===== src/sv/lbc_pkg.sv =====
package lbc_pkg;

  // item kinds carried in the mode field of an input beat
  typedef enum logic [1:0] {
    KIND_TICK       = 2'd0,
    KIND_PIN_CHANGE = 2'd1,
    KIND_SET_MODE   = 2'd2,
    KIND_SET_PERIOD = 2'd3
  } lbc_kind_t;

  localparam int unsigned CH_SLOTS   = 8;
  localparam int unsigned MODE_W     = 3;
  localparam int unsigned TIME_W     = 8;
  localparam int unsigned COUNT_W    = 13;
  localparam int unsigned DELAY_W    = 16;

  localparam int unsigned NUM_LEDS_DEFAULT     = 8;
  localparam int unsigned PERIOD_SHIFT_DEFAULT = 5;

  // channel mode codes
  localparam logic [MODE_W-1:0] MODE_OFF    = 3'd0;
  localparam logic [MODE_W-1:0] MODE_ON     = 3'd1;
  localparam logic [MODE_W-1:0] MODE_FLASH  = 3'd2;
  localparam logic [MODE_W-1:0] MODE_FREEZE = 3'd4;
  localparam logic [MODE_W-1:0] MODE_FOLLOW = 3'd5;

  // highest mode code a set-mode command may carry
  localparam logic [7:0] MODE_CODE_MAX = 8'd5;
  // channel select value that addresses every channel
  localparam logic [7:0] SEL_ALL       = 8'd8;

  localparam logic [DELAY_W-1:0] STEADY_DELAY = 16'd100;
  localparam logic [DELAY_W-1:0] COUNT_MAX    = 16'd8191;

  localparam logic [TIME_W-1:0] TIME_RESET = 8'd8;

  // command fields shared by every channel
  typedef struct packed {
    lbc_kind_t         kind;
    logic [MODE_W-1:0] code;
    logic [TIME_W-1:0] lit;
    logic [TIME_W-1:0] dark;
  } lbc_cmd_t;

endpackage


===== src/sv/lbc_in_if.sv =====
interface lbc_in_if;
  logic       valid;
  logic       ready;
  logic [1:0] mode;
  logic [7:0] led_select;
  logic [7:0] mode_code;
  logic [7:0] lit_period;
  logic [7:0] dark_period;

  modport source (
    output valid, mode, led_select, mode_code, lit_period, dark_period,
    input  ready
  );
  modport sink (
    input  valid, mode, led_select, mode_code, lit_period, dark_period,
    output ready
  );
endinterface


===== src/sv/lbc_out_if.sv =====
interface lbc_out_if;
  logic       valid;
  logic       ready;
  logic       status;
  logic [7:0] led_lit;

  modport source (
    output valid, status, led_lit,
    input  ready
  );
  modport sink (
    input  valid, status, led_lit,
    output ready
  );
endinterface


===== src/sv/lbc_ch.sv =====
module lbc_ch
  import lbc_pkg::*;
#(
  parameter int unsigned PERIOD_SHIFT = PERIOD_SHIFT_DEFAULT
) (
  input  logic     clk,
  input  logic     rst,
  input  logic     go,
  input  logic     hit,
  input  lbc_cmd_t cmd,
  output logic     level,
  output logic     level_next
);

  logic [MODE_W-1:0]  ch_mode;
  logic [MODE_W-1:0]  ch_mode_next;
  logic [TIME_W-1:0]  lit_time;
  logic [TIME_W-1:0]  lit_time_next;
  logic [TIME_W-1:0]  dark_time;
  logic [TIME_W-1:0]  dark_time_next;
  logic [COUNT_W-1:0] countdown;
  logic [COUNT_W-1:0] countdown_next;
  logic [DELAY_W-1:0] delay;

  always_comb begin
    ch_mode_next   = ch_mode;
    lit_time_next  = lit_time;
    dark_time_next = dark_time;
    countdown_next = countdown;
    level_next     = level;
    delay          = STEADY_DELAY;
    case (cmd.kind)
      KIND_TICK: begin
        if (countdown <= COUNT_W'(1)) begin
          unique case (ch_mode)
            MODE_OFF: level_next = 1'b0;
            MODE_ON:  level_next = 1'b1;
            MODE_FLASH: begin
              level_next = ~level;
              // new level lit: wait the lit period, else the dark period
              if (!level) begin
                delay = DELAY_W'(lit_time) << PERIOD_SHIFT;
              end else begin
                delay = DELAY_W'(dark_time) << PERIOD_SHIFT;
              end
            end
            MODE_FREEZE: delay = '0;
            default: ;
          endcase
          countdown_next = (delay > COUNT_MAX) ? COUNT_W'(COUNT_MAX) : COUNT_W'(delay);
        end else begin
          countdown_next = countdown - COUNT_W'(1);
        end
      end
      KIND_PIN_CHANGE: begin
        if (ch_mode == MODE_FOLLOW) begin
          level_next = ~level;
        end
      end
      KIND_SET_MODE: begin
        if (hit) begin
          ch_mode_next = cmd.code;
        end
      end
      KIND_SET_PERIOD: begin
        if (hit) begin
          lit_time_next  = cmd.lit;
          dark_time_next = cmd.dark;
        end
      end
      default: ;
    endcase
  end

  always_ff @(posedge clk) begin
    if (rst) begin
      ch_mode   <= MODE_FLASH;
      lit_time  <= TIME_RESET;
      dark_time <= TIME_RESET;
      countdown <= '0;
      level     <= 1'b0;
    end else if (go) begin
      ch_mode   <= ch_mode_next;
      lit_time  <= lit_time_next;
      dark_time <= dark_time_next;
      countdown <= countdown_next;
      level     <= level_next;
    end
  end

endmodule


===== src/sv/led_blink_channel_controller.sv =====
// channel  direction  beat contents
// cmd      in         mode, led_select, mode_code, lit_period, dark_period
// res      out        status, led_lit
//
// one beat per cycle while res is not stalled: a beat is taken into the input register,
// and from there every channel updates and the result register loads.
// res turns valid when the beat moves from the input register into the result register.
// rst is synchronous: all channels flash, periods 8, countdowns 0, leds dark.
// a stall on res holds the result register; cmd keeps taking beats until
// the input register is also full.
module led_blink_channel_controller
  import lbc_pkg::*;
#(
  parameter int unsigned NUM_LEDS     = NUM_LEDS_DEFAULT,
  parameter int unsigned PERIOD_SHIFT = PERIOD_SHIFT_DEFAULT
) (
  input logic       clk,
  input logic       rst,
  lbc_in_if.sink    cmd,
  lbc_out_if.source res
);

  // input register
  logic       in_valid;
  logic [1:0] in_mode;
  logic [7:0] in_sel;
  logic [7:0] in_code;
  logic [7:0] in_lit;
  logic [7:0] in_dark;

  logic       out_free;
  logic       go;
  logic       is_cmd;
  logic       reject;
  lbc_cmd_t   ch_cmd;
  logic [CH_SLOTS-1:0] level_vec;
  logic [CH_SLOTS-1:0] level_next_vec;

  // result register
  logic       out_valid;
  logic       out_status;
  logic [7:0] out_lit;

  assign out_free  = !out_valid || res.ready;
  assign go        = in_valid && out_free;
  assign cmd.ready = !in_valid || out_free;

  always_ff @(posedge clk) begin
    if (rst) begin
      in_valid <= 1'b0;
    end else if (cmd.valid && cmd.ready) begin
      in_valid <= 1'b1;
    end else if (go) begin
      in_valid <= 1'b0;
    end
  end

  // payload needs no reset
  always_ff @(posedge clk) begin
    if (cmd.valid && cmd.ready) begin
      in_mode <= cmd.mode;
      in_sel  <= cmd.led_select;
      in_code <= cmd.mode_code;
      in_lit  <= cmd.lit_period;
      in_dark <= cmd.dark_period;
    end
  end

  // commands are the set-mode and set-period kinds; ticks and pin changes
  // never reject
  assign is_cmd = (lbc_kind_t'(in_mode) == KIND_SET_MODE) ||
                  (lbc_kind_t'(in_mode) == KIND_SET_PERIOD);
  assign reject = is_cmd && ((in_sel > SEL_ALL) ||
                  ((lbc_kind_t'(in_mode) == KIND_SET_MODE) && (in_code > MODE_CODE_MAX)));

  assign ch_cmd.kind = lbc_kind_t'(in_mode);
  assign ch_cmd.code = in_code[MODE_W-1:0];
  assign ch_cmd.lit  = in_lit;
  assign ch_cmd.dark = in_dark;

  // one slice per present channel; absent slots read dark
  for (genvar i = 0; i < CH_SLOTS; i++) begin : g_ch
    if (i < NUM_LEDS) begin : g_on
      logic hit;
      assign hit = !reject && ((in_sel == SEL_ALL) || (in_sel == 8'(i)));
      lbc_ch #(
        .PERIOD_SHIFT(PERIOD_SHIFT)
      ) u_ch (
        .clk       (clk),
        .rst       (rst),
        .go        (go),
        .hit       (hit),
        .cmd       (ch_cmd),
        .level     (level_vec[i]),
        .level_next(level_next_vec[i])
      );
    end else begin : g_off
      assign level_vec[i]      = 1'b0;
      assign level_next_vec[i] = 1'b0;
    end
  end

  always_ff @(posedge clk) begin
    if (rst) begin
      out_valid <= 1'b0;
    end else if (go) begin
      out_valid <= 1'b1;
    end else if (res.ready) begin
      out_valid <= 1'b0;
    end
  end

  always_ff @(posedge clk) begin
    if (go) begin
      out_status <= reject;
      out_lit    <= 8'(level_next_vec);
    end
  end

  assign res.valid   = out_valid;
  assign res.status  = out_status;
  assign res.led_lit = out_lit;

`ifndef SYNTHESIS
  // a command never moves an led level
  a_cmd_keeps_levels: assert property (@(posedge clk) disable iff (rst)
    go && is_cmd |=> level_vec == $past(level_vec))
    else $error("command changed an led level");

  // only a full, stalled pipeline refuses a beat
  a_ready_only_when_full: assert property (@(posedge clk) disable iff (rst)
    !cmd.ready |-> in_valid && out_valid && !res.ready)
    else $error("cmd stalled with room in the pipeline");

  // the result mirrors the channel levels after the beat
  a_result_matches_levels: assert property (@(posedge clk) disable iff (rst)
    go |=> res.valid && res.led_lit == 8'(level_vec))
    else $error("result does not match channel levels");

  // absent channels stay dark
  a_absent_dark: assert property (@(posedge clk) disable iff (rst)
    res.valid |-> (res.led_lit >> NUM_LEDS) == 8'd0)
    else $error("absent channel shows lit");
`endif

endmodule

===== src/flat_wrapper.sv =====
// flat-port wrapper written by rule: the top's interface ports become plain ports
module led_blink_channel_controller_flat import lbc_pkg::*;
#(
  parameter int unsigned NUM_LEDS     = NUM_LEDS_DEFAULT,
  parameter int unsigned PERIOD_SHIFT = PERIOD_SHIFT_DEFAULT
)
  (clk, rst, cmd_valid, cmd_mode, cmd_led_select, cmd_mode_code, cmd_lit_period, cmd_dark_period, cmd_ready, res_valid, res_status, res_led_lit, res_ready);
  lbc_in_if cmd_i ();
  lbc_out_if res_i ();
  input logic clk;
  input logic rst;
  input wire logic [$bits(cmd_i.valid)-1:0] cmd_valid;
  input wire logic [$bits(cmd_i.mode)-1:0] cmd_mode;
  input wire logic [$bits(cmd_i.led_select)-1:0] cmd_led_select;
  input wire logic [$bits(cmd_i.mode_code)-1:0] cmd_mode_code;
  input wire logic [$bits(cmd_i.lit_period)-1:0] cmd_lit_period;
  input wire logic [$bits(cmd_i.dark_period)-1:0] cmd_dark_period;
  output wire logic [$bits(cmd_i.ready)-1:0] cmd_ready;
  output wire logic [$bits(res_i.valid)-1:0] res_valid;
  output wire logic [$bits(res_i.status)-1:0] res_status;
  output wire logic [$bits(res_i.led_lit)-1:0] res_led_lit;
  input wire logic [$bits(res_i.ready)-1:0] res_ready;
  assign cmd_i.valid = cmd_valid;
  assign cmd_i.mode = cmd_mode;
  assign cmd_i.led_select = cmd_led_select;
  assign cmd_i.mode_code = cmd_mode_code;
  assign cmd_i.lit_period = cmd_lit_period;
  assign cmd_i.dark_period = cmd_dark_period;
  assign cmd_ready = cmd_i.ready;
  assign res_valid = res_i.valid;
  assign res_status = res_i.status;
  assign res_led_lit = res_i.led_lit;
  assign res_i.ready = res_ready;
  led_blink_channel_controller #(.NUM_LEDS(NUM_LEDS), .PERIOD_SHIFT(PERIOD_SHIFT)) u_core (.clk(clk), .rst(rst), .cmd(cmd_i), .res(res_i));
endmodule

===== config.mk =====
export PLATFORM = sky130hd
export DESIGN_NAME = led_blink_channel_controller_flat
export DESIGN_NICKNAME = d
export VERILOG_FILES = /design/src/sv/lbc_pkg.sv /design/src/sv/lbc_in_if.sv /design/src/sv/lbc_out_if.sv /design/src/sv/lbc_ch.sv /design/src/sv/led_blink_channel_controller.sv /design/src/flat_wrapper.sv
export SDC_FILE = /design/constraint.sdc
export NUM_CORES = 1
export LEC_CHECK = 0
export ABC_AREA = 0
export BUFFER_PORTS_ARGS = -buffer_cell sky130_fd_sc_hd__buf_4
export CAP_MARGIN = 25
export CORE_ASPECT_RATIO = 0.9
export CORE_MARGIN = 2
export CORE_UTILIZATION = 35
export CTS_CLUSTER_DIAMETER = 100
export DETAILED_ROUTE_END_ITERATION = 10
export GPL_ROUTABILITY_DRIVEN = 0
export SETUP_SLACK_MARGIN = 0.5
export SLEW_MARGIN = 20
export SYNTH_ARGS = -nofsm -noshare
export SYNTH_HDL_FRONTEND = slang
export SYNTH_SLANG_ARGS = --single-unit

===== constraint.sdc =====
create_clock -name clk -period 3.05 [get_ports clk]
set_input_delay 0.305 -clock clk [delete_from_list [all_inputs] [get_ports clk]]
set_output_delay 0.305 -clock clk [all_outputs]
set_load 0.02 [all_outputs]

# [Word-level counts from Yosys, hierarchy flattened]
# Cells that the tools add are included.
[op_classes] mux=84 reduce_logical=56 add_sub_neg=8 n_lt_le_gt_ge=18 bitwise=8 eq_ne=43 mul=0 shift=0 div=0
[ops] op="$mux 13" n=24
[ops] op="$mux 16" n=16
[ops] op="$pmux 13 s2" n=8
[ops] op="$gt 16x13->1 const B" n=8
[ops] op="$le 13x1->1 const B" n=8
[ops] op="$sub 13x1->13 const B" n=8
[ops] op="$eq 3x3->1 const B" n=16
[ops] op="$reduce_and 3->1" n=16
[ops] op="$eq 8x3->1 const B" n=4
[ops] op="$eq 3x1->1 const B" n=8
[ops] op="$eq 3x2->1 const B" n=8
[ops] op="$logic_not 3->1" n=8
[ops] op="$pmux 1 s3" n=8
[ops] op="$mux 1" n=20
[ops] op="$eq 8x2->1 const B" n=2
[ops] op="$pmux 1 s2" n=8
[ops] op="$logic_and 1x1->1" n=12
[ops] op="$logic_or 1x1->1" n=12
[ops] op="$eq 8x1->1 const B" n=1
[ops] op="$eq 8x4->1 const B" n=1
[ops] op="$gt 8x3->1 const B" n=1
[ops] op="$gt 8x4->1 const B" n=1
[ops] op="$logic_not 8->1" n=1
[ops] op="$not 1->1" n=8
[ops] op="6 further kinds" n=10
[word_totals] romBits=0 mem_count=0 latchBits=0 in_bits=38 mem_bits_rw=0 ff_bits=309

# [Logic depth before layout (Yosys ltp)]
# Gate-level depths: netlist of run 1.
[depth] ltp_word=7 depth_mapped=9

# [Modules after synthesis]
# From an unflattened synthesis of run 1, not the netlist that was laid out.
[unflattened] cells_unflattened=1912 hier_area_um2=15835.2
[by_module_without_submodules] module="lbc_ch (u_core.g_ch[0].g_on.u_ch ...)" cells_each=227 area_per_inst_um2=1773.0 n_inst=7
[by_module_without_submodules] module="lbc_ch (u_core.g_ch[7].g_on.u_ch)" cells_each=229 area_per_inst_um2=1784.2 n_inst=1
[by_module_without_submodules] module="led_blink_channel_controller" cells_each=94 area_per_inst_um2=1640.3 n_inst=1

# [Worst setup path before layout of run 1]
# No wires, ideal clock.
[synth_timing] kind="reg2reg" start="reg u_core.in_sel[6]" end="reg u_core.g_ch[0].g_on.u_ch.dark_time[3]" stages_incl_launch_ff=9 n_path_buf=3 path_slack_ps=750 setup_ps=138 required_ps=2912 t_arrival_ps=2163 path_cell_list="edfxtp_1 > or4_1 > buf_2 > nor4_4 > clkbuf_1 > nand2_1 > clkbuf_1 > nand2_1 > nand3_1"
[synth_between] elab_chain_len=6 elab_cells_between_ends=9 classes_between="order compare (1); eq/ne (1); reduce/logical (7)"
[synth_lines] item="start: declaration" line_no="led_blink_channel_controller.sv:26" text="logic [7:0] in_sel;"
[synth_lines] item="start signal: assignment" line_no="led_blink_channel_controller.sv:62" text="in_sel <= cmd.led_select;"
[synth_lines] item="$gt 8x4->1" line_no="led_blink_channel_controller.sv:73" text="assign reject = is_cmd && ((in_sel > SEL_ALL) ||"
[synth_lines] item="$logic_or 1x1->1" line_no="led_blink_channel_controller.sv:73"
[synth_lines] item="$logic_and 1x1->1" line_no="led_blink_channel_controller.sv:73"
[synth_lines] item="$logic_not 1->1" line_no="led_blink_channel_controller.sv:85" text="assign hit = !reject && ((in_sel == SEL_ALL) || (in_sel == 8'(i)));"
[synth_lines] item="$logic_and 1x1->1 *" line_no="led_blink_channel_controller.sv:85"
[synth_lines] item="$reduce_and 3->1 (no source line) *"
[synth_lines] item="end signal: assignment" line_no="lbc_ch.sv:85" text="dark_time <= dark_time_next;"
[synth_lines] item="end: declaration" line_no="lbc_ch.sv:19" text="logic [TIME_W-1:0] dark_time;"
# Mark *: on every way between the ends. The rest lies on a longest branch, timed or not.
# A chain may end at the register's enable or synchronous reset.

# [Final worst setup path of run 1]
[layout_timing] start="reg u_core.g_ch[3].g_on.u_ch.countdown[4]" end="reg u_core.g_ch[3].g_on.u_ch.countdown[8]"
[layout_between] elab_chain_len=2 elab_cells_between_ends=3 classes_between="add/sub (1); order compare (1); mux (1)"
[layout_lines] item="start: declaration" line_no="lbc_ch.sv:21" text="logic [COUNT_W-1:0] countdown;"
[layout_lines] item="start signal: assignment" line_no="lbc_ch.sv:86" text="countdown <= countdown_next;"
[layout_lines] item="$sub 13x1->13 or $le 13x1->1 (tied branches)" line_no="lbc_ch.sv:52, lbc_ch.sv:34"
[layout_lines] item="$mux 13 *" line_no="lbc_ch.sv:34" text="if (countdown <= COUNT_W'(1)) begin"
# Marks and branches as above.

==> flow_metrics.py, run 1 <==
metrics = {
    "status": {
        "outcome": "completed",
    },
    "sta": {
        "period_minus_slack_ns": 2.46,
        "setup_tns_ns": 0,
        "setup_viol_count_final": 0,
        "hold_viol": 0,
        "skew_ns": 0.0278,
        "grt_setup_unrepaired": "yes",
        "fmax_ghz": 0.406,
        "final.period_utilization": 0.808,
        "worst_pin_slew_ns": 0.804,
        "slew_headroom": 0.464,
        "drv_slew": 0,
    },
    "setup_path": {
        "r2r_setup_slack_ns": 0.59,
        "r2r-start": "u_core.g_ch[3].g_on.u_ch.countdown[4]",
        "worstSetupEndpointType": "register",
        "path_class": "register to register",
        "startpoint_type": "register",
        "reg2reg_to": "u_core.g_ch[3].g_on.u_ch.countdown[8]",
        "critical_path_arrival_ns": 2.90,
        "rr_worst_depth": 5,
        "cp.required_ns": 3.49,
        "cp-startpoint": "u_core.g_ch[3].g_on.u_ch.countdown[4]",
        "worstPathMaxFanout": 12,
    },
    "cts": {
        "htreeDepth": 2,
        "numCtsBuffers": 35,
        "numClockSinks": 309,
        "cts_tree": "yes",
        "clk_pin_slew_worst_paths_ns": 0.06,
        "clock_path_buffers": 3,
        "cts_root_buf": "clkbuf_16",
        "clk_latency_ns": 0.54,
    },
    "floorplanning": {
        "start_util": 0.356,
        "dieArea_sq_mm": 0.0456,
        "rows": 72,
        "chipHeight_microns": 203,
        "die_w_microns": 225,
        "fp.coreArea_sq_mm": 0.0432,
        "pin_count": 49,
    },
    "route": {
        "vias": 13400,
        "first_iter_violations": 1094,
        "drc": 0,
        "post_drt_wl_per_cell_microns": 18.4,
        "wl_microns": 43300,
        "avgViaCountPerCell": 5.67,
        "dr.pass1.iters": 6,
        "ant_nets": 0,
    },
    "synth": {
        "synthFlopType": "dfxtp_1",
        "synth_compound_area_frac": 0.162,
        "synth_top_family_by_area": "simple AND/OR/NAND/NOR gates",
        "synth_xor_area_frac": 0.0103,
        "synthArstFlopShare": 0,
        "synth.area.top_cells": "dfxtp_1 (35%), mux2i_1 (12%), edfxtp_1 (8.4%), nor2_1 (5.6%), a21oi_1 (4.2%)",
        "synth_top_cell_by_area": "dfxtp_1",
        "synth.avg_cell_area_sq_um": 8.75,
        "syn_nets": 1809,
        "synth_edf_count": 43,
        "synth-warning-count": 0,
        "synth-seq-cells": 309,
        "synth.top_cell.area_share": 0.347,
        "muxShareOfSynthArea": 0.129,
        "netlist_area_sq_mm": 0.0154,
        "synthAdderAreaFrac": 0.0130,
        "synthSimpleGateAreaFrac": 0.207,
        "yosysSeqAreaShare": 0.431,
        "syn-instance-count": 1755,
        "ys_types": 76,
    },
    "flow_run": {
        "max_cap_violations": 0,
    },
    "layout": {
        "final_util": 0.413,
        "nets": 1829,
        "drive_gt1_frac": 0.110,
        "stdcell_count": 2356,
        "fill_cells": 4184,
        "design_area_sq_mm": 0.0178,
        "diodes": 0,
        "syn_to_final_growth_pct": 15.9,
    },
    "min_path": {
        "min-delay-start": "res_ready",
        "holdPathEnd": "u_core.res.valid",
        "worstHoldPathCells": 3,
        "holdCritPathClass": "input port to register",
    },
    "pwr": {
        "powerDensity_mw_per_mm2": 548,
        "irDropWorstVdd_mv": 0.443,
        "p_leak_uw": 0.00710,
    },
    "global_routing": {
        "grt_start_max_net_pins": 108,
        "antenna_found_initial": 0,
        "grt_use_total": 0.188,
        "grt_pass1_wl_microns": 68600,
        "overflow": 0,
        "grt_pass1_vias": 12400,
    },
    "place": {
        "io_buffers": 48,
        "place_inst": 2258,
        "dp_hpwl_microns": 27900,
        "placed_area_sq_mm": 0.0163,
    },
}
-- layout make-up --
class | count | area (sq um) | share of cell area
tap | 555 | 694 | 0.0390
sequential | 309 | 6620 | 0.371
multi-input combinational | 1257 | 8100 | 0.455
clock buffer | 53 | 1030 | 0.0581
timing repair buffer | 127 | 1110 | 0.0623
inverter | 45 | 169 | 0.00948
clock inverter | 10 | 91.3 | 0.00513
-- per-layer routing --
layer	GRT usage	share of wire
met4	0.0499	0.020
met3	0.0237	0.050
met5	0	0
met2	0.302	0.46
met1	0.266	0.47
-- worst max path at each step --
stage / endpoint
6_report: u_core.g_ch[3].g_on.u_ch.countdown[8]
3_5_place_dp: u_core.res.led_lit[3]
5_1_grt: u_core.res.led_lit[0]
3_3_place_gp: u_core.res.led_lit[0]
4_1_cts: u_core.res.led_lit[0]
2_1_floorplan: u_core.g_ch[0].g_on.u_ch.dark_time[3]
-- power breakdown --
part / total [uW] / internal [uW] / switching [uW]
clock: 4130 / 2440 / 1700
combinational: 1240 / 485 / 752
sequential: 4390 / 4220 / 175
total: 9760 / 7140 / 2620
-- synth_stat cells, drive strengths merged (15+ instances only) --
| library cell | instances |
|---|---|
| o22ai | 16 |
| inv | 43 |
| a21oi | 130 |
| xnor2 | 15 |
| dfxtp | 266 |
| nor2 | 231 |
| o21ai | 88 |
| mux2i | 183 |
| nand2 | 97 |
| or4 | 25 |
| ha | 16 |
| nand3 | 35 |
| a211oi | 15 |
| a31oi | 15 |
| nor3 | 87 |
| buf | 41 |
| edfxtp | 43 |
| or3 | 28 |
| clkbuf | 103 |
| nor4 | 46 |
-- state kept, by name (all words and copies together) (netlist names), 2 cells and up --
signal / count
u_core.g_ch.g_on.u_ch.countdown: 104
u_core.g_ch.g_on.u_ch.dark_time: 64
u_core.g_ch.g_on.u_ch.lit_time: 64
u_core.g_ch.g_on.u_ch.ch_mode: 24
u_core.g_ch.g_on.u_ch.level: 8
u_core.in_code: 8
u_core.in_dark: 8
u_core.in_lit: 8
u_core.in_sel: 8
u_core.res.led_lit: 8
u_core.in_mode: 2
-- logic make-up (layout without fill, tap and decap cells) --
logic type / count (synthesis) / count (layout)
simple gates: 638 / 638
flops: 309 / 309
compound gates: 389 / 389
fa+ha+maj: 16 / 16
buf+inv: 189 / 235
xor+xnor: 18 / 18
mux: 196 / 196
-- per-stage QoR --
step	worst slack (ns)	power (uW)	hold WS, ns
after floorplan	0.750	5250	0.404
after global placement	0.516	5620	0.445
after detailed placement	0.461	5640	0.448
after CTS	0.533	9830	0.243
after global routing	0.452	10200	0.260
final	0.586	9760	0.249
-- worst max-delay path: stages (launching register included) --
cell and delay (ns):
dfxtp_1 0.35, or4_4 0.56, or4_1 0.45, or2_4 0.35, or4_4 0.56, o22ai_1 0.12
-- timing repair --
action                     4_1_cts  5_1_grt
setup buffers                    0        0
setup endpoints to repair       61       25
hold endpoints to repair        35        0
hold buffers                    35        0
pin swaps                        0        1
resized for setup                6        7
-- layout by cell type, fill, tap and decap left out, types with 7 or more instances in the layout --
| master | count |
|---|---|
| a211oi_1 | 15 |
| a21oi_1 | 130 |
| a221oi_1 | 9 |
| a31oi_1 | 15 |
| a32o_1 | 10 |
| buf_4 | 86 |
| clkbuf_1 | 10 |
| clkbuf_16 | 36 |
| clkbuf_8 | 8 |
| dfxtp_1 | 266 |
| dlygate4sd3_1 | 35 |
| edfxtp_1 | 43 |
| ha_1 | 16 |
| inv_1 | 43 |
| mux2_2 | 13 |
| mux2i_1 | 183 |
| nand2_1 | 96 |
| nand2b_1 | 14 |
| nand3_1 | 34 |
| nand4_1 | 14 |
| nand4b_1 | 7 |
| nor2_1 | 230 |
| nor3_1 | 85 |
| nor3b_1 | 9 |
| nor4_1 | 38 |
| o2111ai_1 | 12 |
| o211ai_1 | 12 |
| o21ai_0 | 87 |
| o22ai_1 | 16 |
| o31a_1 | 7 |
| o31ai_1 | 8 |
| o32ai_1 | 9 |
| or3_1 | 28 |
| or3b_2 | 9 |
| or4_1 | 20 |
| xnor2_1 | 15 |
(Power assumes the default switching activity.)
==> inputs of run 2 (changes only) <==
==> constraint.sdc (replaced) <==
create_clock -name clk -period 2.12 [get_ports clk]
set_input_delay 0.212 -clock clk [delete_from_list [all_inputs] [get_ports clk]]
set_output_delay 0.212 -clock clk [all_outputs]
set_load 0.02 [all_outputs]
==> run 2 against run 1 <==
Compared with the run above:
- the flow now finishes with violations (setup timing)
- maximum frequency grew 7.7%
- sequential share of layout area shrank 4.7 points
- first-iteration DRC count grew 14%
- worst hold slack lost 0.076 ns
- clock skew shrank 0.012 ns
- via count grew 6.6%
- cell count grew 6.6%
- non-clock buffer count grew 152
- clock-buffer cell count shrank 3
- clock power grew 53%
- critical path type unchanged
- largest cell class unchanged
- largest power group is now clock
==> flow_metrics.py, run 2 (same netlist as run 1, synthesis figures left out) <==
metrics = {
    "route": {
        "post_drt_wl_per_cell_microns": 19.6,
        "wl_microns": 49300,
        "first_iter_violations": 1242,
        "drc": 0,
        "avgViaCountPerCell": 5.67,
        "vias": 14200,
        "ant_nets": 0,
        "dr.pass1.iters": 5,
    },
    "global_routing": {
        "antenna_found_initial": 1,
        "grt_pass1_vias": 13000,
        "grt_start_max_net_pins": 81,
        "overflow": 0,
        "grt_pass1_wl_microns": 71800,
        "grt_use_total": 0.198,
    },
    "sta": {
        "grt_setup_unrepaired": "yes",
        "slew_headroom": 0.443,
        "fin_ws_ns": -0.168,
        "drv_slew": 0,
        "worst_pin_slew_ns": 0.835,
        "skew_ns": 0.0157,
        "fmax_ghz": 0.437,
        "final.period_utilization": 1.08,
        "setup_viol_count_final": 116,
        "period_minus_slack_ns": 2.29,
        "hold_viol": 0,
    },
    "setup_path": {
        "startpoint_type": "register",
        "cp_slowest_stage_delay_ns": 0.53,
        "cp.required_ns": 2.58,
        "reg2reg_to": "u_core.g_ch[3].g_on.u_ch.countdown[11]",
        "critical_path_arrival_ns": 2.74,
        "r2r-start": "u_core.g_ch[3].g_on.u_ch.countdown[4]",
        "r2r_setup_slack_ns": -0.17,
        "worstSetupEndpointType": "register",
        "crit_path_top_delay_cell": "or4_4",
        "rr_worst_depth": 5,
        "crit_top_cell": "or4_4",
        "crit_chain": "or4_4 -> or4_4 -> or2_4 -> or4_4 -> o22ai_1",
        "worstPathMaxFanout": 4,
        "path_class": "register to register",
    },
    "cts": {
        "clk_pin_slew_worst_paths_ns": 0.06,
        "cts_tree": "yes",
        "clock_path_buffers": 3,
        "cts_root_buf": "clkbuf_16",
        "htreeDepth": 2,
        "clk_latency_ns": 0.54,
        "numCtsBuffers": 36,
        "numClockSinks": 309,
    },
    "layout": {
        "largest_register_ffs": 104,
        "final_common_cell": "dfxtp_1",
        "syn_to_final_growth_pct": 33.4,
        "drive_gt1_frac": 0.271,
        "mostFrequentLayoutCells": "dfxtp_1 (247), nor2_1 (223), mux2i_1 (183)",
        "multi_input_area_sq_mm": 0.00910,
        "register_area_sq_mm": 0.00665,
        "top_regs": "u_core.g_ch.g_on.u_ch.countdown (104), u_core.g_ch.g_on.u_ch.dark_time (64), u_core.g_ch.g_on.u_ch.lit_time (64)",
        "nets": 1983,
        "diodes": 0,
        "top_register": "u_core.g_ch.g_on.u_ch.countdown",
        "fill_cells": 3926,
        "design_area_sq_mm": 0.0205,
        "stdcell_count": 2512,
    },
    "floorplanning": {
        "start_util": 0.356,
        "pin_count": 49,
        "rows": 72,
        "die_w_microns": 225,
        "chipHeight_microns": 203,
        "dieArea_sq_mm": 0.0456,
        "fp.coreArea_sq_mm": 0.0432,
    },
    "flow_run": {
        "max_cap_violations": 0,
    },
    "place": {
        "io_buffers": 48,
        "place_inst": 2360,
        "placed_area_sq_mm": 0.0176,
        "dp_hpwl_microns": 30400,
    },
    "min_path": {
        "worstHoldPathCells": 3,
        "holdPathEnd": "u_core.res.valid",
        "holdCritPathClass": "input port to register",
        "min-delay-start": "res_ready",
    },
    "status": {
        "violations": "setup timing",
        "outcome": "finished, violations left",
    },
    "pwr": {
        "powerDensity_mw_per_mm2": 750,
        "irDropWorstVdd_mv": 0.637,
        "p_leak_uw": 0.00823,
    },
}
## run 2: cell types whose count changed in the layout (fill, tap and decap cells not counted), moves of 22 or more
cell	change
buf_4	+95
o21ai_0	-35
buf_6	+33
nor3_1	-30
nor3_2	+28
o21ai_1	+23
a21oi_1	-22
## run 2: through the flow
stage | power (uW) | utilization | setup WS, ns | TNS (ns) | hold WS (ns)
after CTS | 15000 | 0.448 | -0.180 | -16.04 | 0.148
after detailed placement | 8510 | 0.407 | -0.197 | -15.04 | 0.391
after global routing | 15900 | 0.475 | -0.204 | -19.59 | 0.189
after floorplan | 7770 | - | -0.101 | -5.83 | 0.311
final | 15400 | 0.475 | -0.168 | -4.61 | 0.173
after global placement | 8480 | 0.407 | -0.154 | -10.99 | 0.390
## run 2: layer usage
metal	share of wire	vias to the layer above	track usage	routed length, microns
met4	0.031	0	0.0613	1510
met1	0.45	6903	0.278	22100
met2	0.46	441	0.313	22900
met3	0.058	106	0.0307	2860
li1	-	6785	-	-
met5	0	-	0	0
## run 2: area by class of cell
type	count	area share
clock buffers	50	0.0495
inverters	45	0.00824
multi-input cells	1258	0.444
well taps	555	0.0339
clock inverters	16	0.00879
flip-flops and latches	309	0.324
repair buffers	279	0.131
## run 2: what timing repair did
item | 4_1_cts | 5_1_grt
pin swaps | 9 | 73
gates resized for setup | 37 | 171
endpoints found under the hold margin | 35 | 0
cloned | 1 | 11
hold buffers | 35 | 0
setup buffers | 1 | 37
setup endpoints to repair | 274 | 314
## run 2: worst max-delay path, delay by kind of cell (launching register included)
family,cells,cell delay [ns]
flip-flops,1,0.32
AND/OR/NAND/NOR,4,1.77
AO/OA/AOI/OAI,1,0.12
## run 2: how the worst max path moves through the flow
stage	end	from	slack, ns	cells past startpoint
2_1_floorplan	u_core.g_ch[1].g_on.u_ch.ch_mode[1]	u_core.in_sel[6]	-0.10	7
5_1_grt	u_core.g_ch[3].g_on.u_ch.countdown[11]	u_core.g_ch[3].g_on.u_ch.countdown[4]	-0.20	5
6_report	u_core.g_ch[3].g_on.u_ch.countdown[11]	u_core.g_ch[3].g_on.u_ch.countdown[4]	-0.17	5
3_5_place_dp	u_core.g_ch[5].g_on.u_ch.lit_time[5]	u_core.in_sel[6]	-0.20	8
4_1_cts	u_core.g_ch[7].g_on.u_ch.dark_time[0]	u_core.in_sel[6]	-0.18	8
3_3_place_gp	u_core.g_ch[5].g_on.u_ch.dark_time[5]	u_core.in_sel[6]	-0.15	8
## run 2: report_power, final
part           internal, uW  switching, uW  total [uW]
sequential             6070            225        6290
combinational          1290           1470        2760
clock                  3750           2580        6320
total                 11100           4270       15400
==> inputs of run 3 (changes only) <==
--- a/config.mk
+++ b/config.mk
@@ -7,14 +7,14 @@
 export LEC_CHECK = 0
 export ABC_AREA = 0
 export BUFFER_PORTS_ARGS = -buffer_cell sky130_fd_sc_hd__buf_4
-export CAP_MARGIN = 25
+export CAP_MARGIN = 20
 export CORE_ASPECT_RATIO = 0.9
 export CORE_MARGIN = 2
-export CORE_UTILIZATION = 35
+export CORE_UTILIZATION = 57
 export CTS_CLUSTER_DIAMETER = 100
 export DETAILED_ROUTE_END_ITERATION = 10
 export GPL_ROUTABILITY_DRIVEN = 0
-export SETUP_SLACK_MARGIN = 0.5
+export PLACE_DENSITY = 0.77
 export SLEW_MARGIN = 20
 export SYNTH_ARGS = -nofsm -noshare
 export SYNTH_HDL_FRONTEND = slang
==> run 3 against run 2 <==
Compared with the run above:
- the flow still finishes with violations (setup timing)
- via count is 1.6% higher
- worst setup slack got worse by 0.0065 ns
- utilization rose by 24 points
- non-clock buffer count fell by 41
- clock skew decreased by 0.0029 ns
- global-route usage increased by 12 points
- clock power is 13% lower
- sequential share of layout area grew 2.8 points
- highest routed layer unchanged
==> flow_metrics.py, run 3 (same netlist as run 1, synthesis figures left out) <==
metrics = {
    "setup_path": {
        "worstPathMaxFanout": 18,
        "startpoint_type": "register",
        "cp-startpoint": "u_core.in_sel[6]",
        "critical_path_arrival_ns": 2.73,
        "cp-endpoint": "u_core.g_ch[1].g_on.u_ch.dark_time[2]",
        "rr_worst_depth": 7,
        "cp.required_ns": 2.56,
        "path_class": "register to register",
        "r2r_setup_slack_ns": -0.17,
        "worstSetupEndpointType": "register",
        "reg2reg_to": "u_core.g_ch[1].g_on.u_ch.dark_time[2]",
        "r2r-start": "u_core.in_sel[6]",
    },
    "cts": {
        "numCtsBuffers": 31,
        "clk_pin_slew_worst_paths_ns": 0.07,
        "cts_tree": "yes",
        "htreeDepth": 1,
        "numClockSinks": 309,
        "cts_root_buf": "clkbuf_16",
        "clk_latency_ns": 0.56,
        "clock_path_buffers": 3,
    },
    "global_routing": {
        "grt_pass1_wl_microns": 71800,
        "grt_use_total": 0.314,
        "grt_pass1_vias": 13800,
        "grt_start_max_net_pins": 97,
        "overflow": 0,
        "antenna_found_initial": 1,
    },
    "layout": {
        "drive_gt1_frac": 0.196,
        "final_util": 0.716,
        "fill_cells": 1881,
        "top_register": "u_core.g_ch.g_on.u_ch.countdown",
        "stdcell_count": 2254,
        "top_regs": "u_core.g_ch.g_on.u_ch.countdown (104), u_core.g_ch.g_on.u_ch.dark_time (64), u_core.g_ch.g_on.u_ch.lit_time (64)",
        "nets": 1936,
        "final_common_cell": "dfxtp_1",
        "largest_register_ffs": 104,
        "diodes": 0,
        "mostFrequentLayoutCells": "dfxtp_1 (264), nor2_1 (228), mux2i_1 (179)",
        "syn_to_final_growth_pct": 22.4,
    },
    "min_path": {
        "holdCritPathClass": "input port to register",
    },
    "route": {
        "post_drt_wl_per_cell_microns": 20.4,
        "vias": 14500,
        "ant_nets": 0,
        "first_iter_violations": 1247,
        "avgViaCountPerCell": 6.42,
        "wl_microns": 46100,
        "drc": 0,
        "dr.pass1.iters": 7,
    },
    "pwr": {
        "combPwrFrac": 0.162,
        "switchingPower_uw": 3850,
        "p_leak_uw": 0.00771,
        "irDropWorstVdd_mv": 0.764,
        "powerDensity_mw_per_mm2": 746,
        "pwr-share-clk": 0.390,
        "seq_power_share": 0.448,
        "p_int_uw": 10200,
        "switching_share": 0.274,
        "finalPower_uw": 14000,
    },
    "status": {
        "outcome": "finished, violations left",
        "violations": "setup timing",
    },
    "sta": {
        "grt_setup_unrepaired": "yes",
        "fin_ws_ns": -0.175,
        "setup_viol_count_final": 148,
        "hold_viol": 0,
        "period_minus_slack_ns": 2.29,
        "skew_ns": 0.0127,
        "fmax_ghz": 0.436,
        "drv_slew": 0,
        "final.period_utilization": 1.08,
        "worst_pin_slew_ns": 0.815,
        "slew_headroom": 0.457,
    },
    "place": {
        "place_inst": 2151,
        "place_ws_ns": -0.195,
        "io_buffers": 48,
        "dp_hpwl_microns": 28800,
    },
    "floorplanning": {
        "chipHeight_microns": 160,
        "pin_count": 49,
        "rows": 56,
        "fp.coreArea_sq_mm": 0.0263,
        "die_w_microns": 177,
        "start_util": 0.585,
        "dieArea_sq_mm": 0.0283,
    },
    "flow_run": {
        "max_cap_violations": 0,
    },
}
-- run 3: per-stage QoR --
step | TNS [ns] | cell area [sq um] | hold WS, ns
after floorplan | -5.91 | 15600 | 0.311
after global placement | -1.28 | 17000 | 0.390
after detailed placement | -14.14 | 17000 | 0.391
after CTS | -12.76 | 18400 | 0.0713
after global routing | -24.35 | 18800 | 0.100
final | -10.54 | 18800 | 0.0840
-- run 3: what timing repair did --
item,in CTS,in global routing
cloned,0,1
pin swaps,5,27
setup buffers,0,11
hold buffers,35,0
endpoints found under the setup margin,167,212
gates resized for setup,15,80
endpoints found under the hold margin,35,0
-- run 3: worst min path at each step --
stage | startpoint | to | slack [ns] | depth (start not counted)
after floorplan | cmd_mode_code[0] | u_core.in_code[0] | 0.31 | 0
after global routing | rst | u_core.g_ch[1].g_on.u_ch.ch_mode[2] | 0.10 | 2
final | rst | u_core.g_ch[4].g_on.u_ch.countdown[0] | 0.08 | 2
after CTS | rst | u_core.g_ch[4].g_on.u_ch.countdown[0] | 0.07 | 2
after global placement | cmd_lit_period[5] | u_core.in_lit[5] | 0.39 | 1
after detailed placement | cmd_dark_period[6] | u_core.in_dark[6] | 0.39 | 1
-- run 3: routing by layer --
layer | track usage | share of wire | vias to the layer above
met5 | 0 | 0 | -
met4 | 0.124 | 0.044 | 0
met3 | 0.0486 | 0.084 | 156
met2 | 0.509 | 0.47 | 688
met1 | 0.419 | 0.40 | 6949
li1 | - | - | 6669
-- run 3: layout make-up --
type / count / area, sq um / share of cell area
inverters: 45 / 169 / 0.00898
clock inverters: 19 / 156 / 0.00832
flip-flops and latches: 309 / 6620 / 0.352
multi-input cells: 1257 / 8460 / 0.450
clock buffers: 38 / 852 / 0.0453
repair buffers: 238 / 2110 / 0.112
well taps: 348 / 435 / 0.0232
-- run 3: worst max-delay path: stages, from the launching register on --
cell      delay (ns)
edfxtp_1        0.37
or4_4           0.61
buf_4           0.20
nor4_2          0.31
o211ai_1        0.21
buf_12          0.21
mux2i_1         0.19
nor2_1          0.06
-- run 3: power by group through the flow --
stage	combinational, uW	sequential (uW)	clock (uW)
floorplan	1310	6280	0
global placement	1930	6390	0
detailed placement	1970	6390	0
CTS	2060	6270	5490
global route	2470	6280	5730
finish	2280	6280	5470
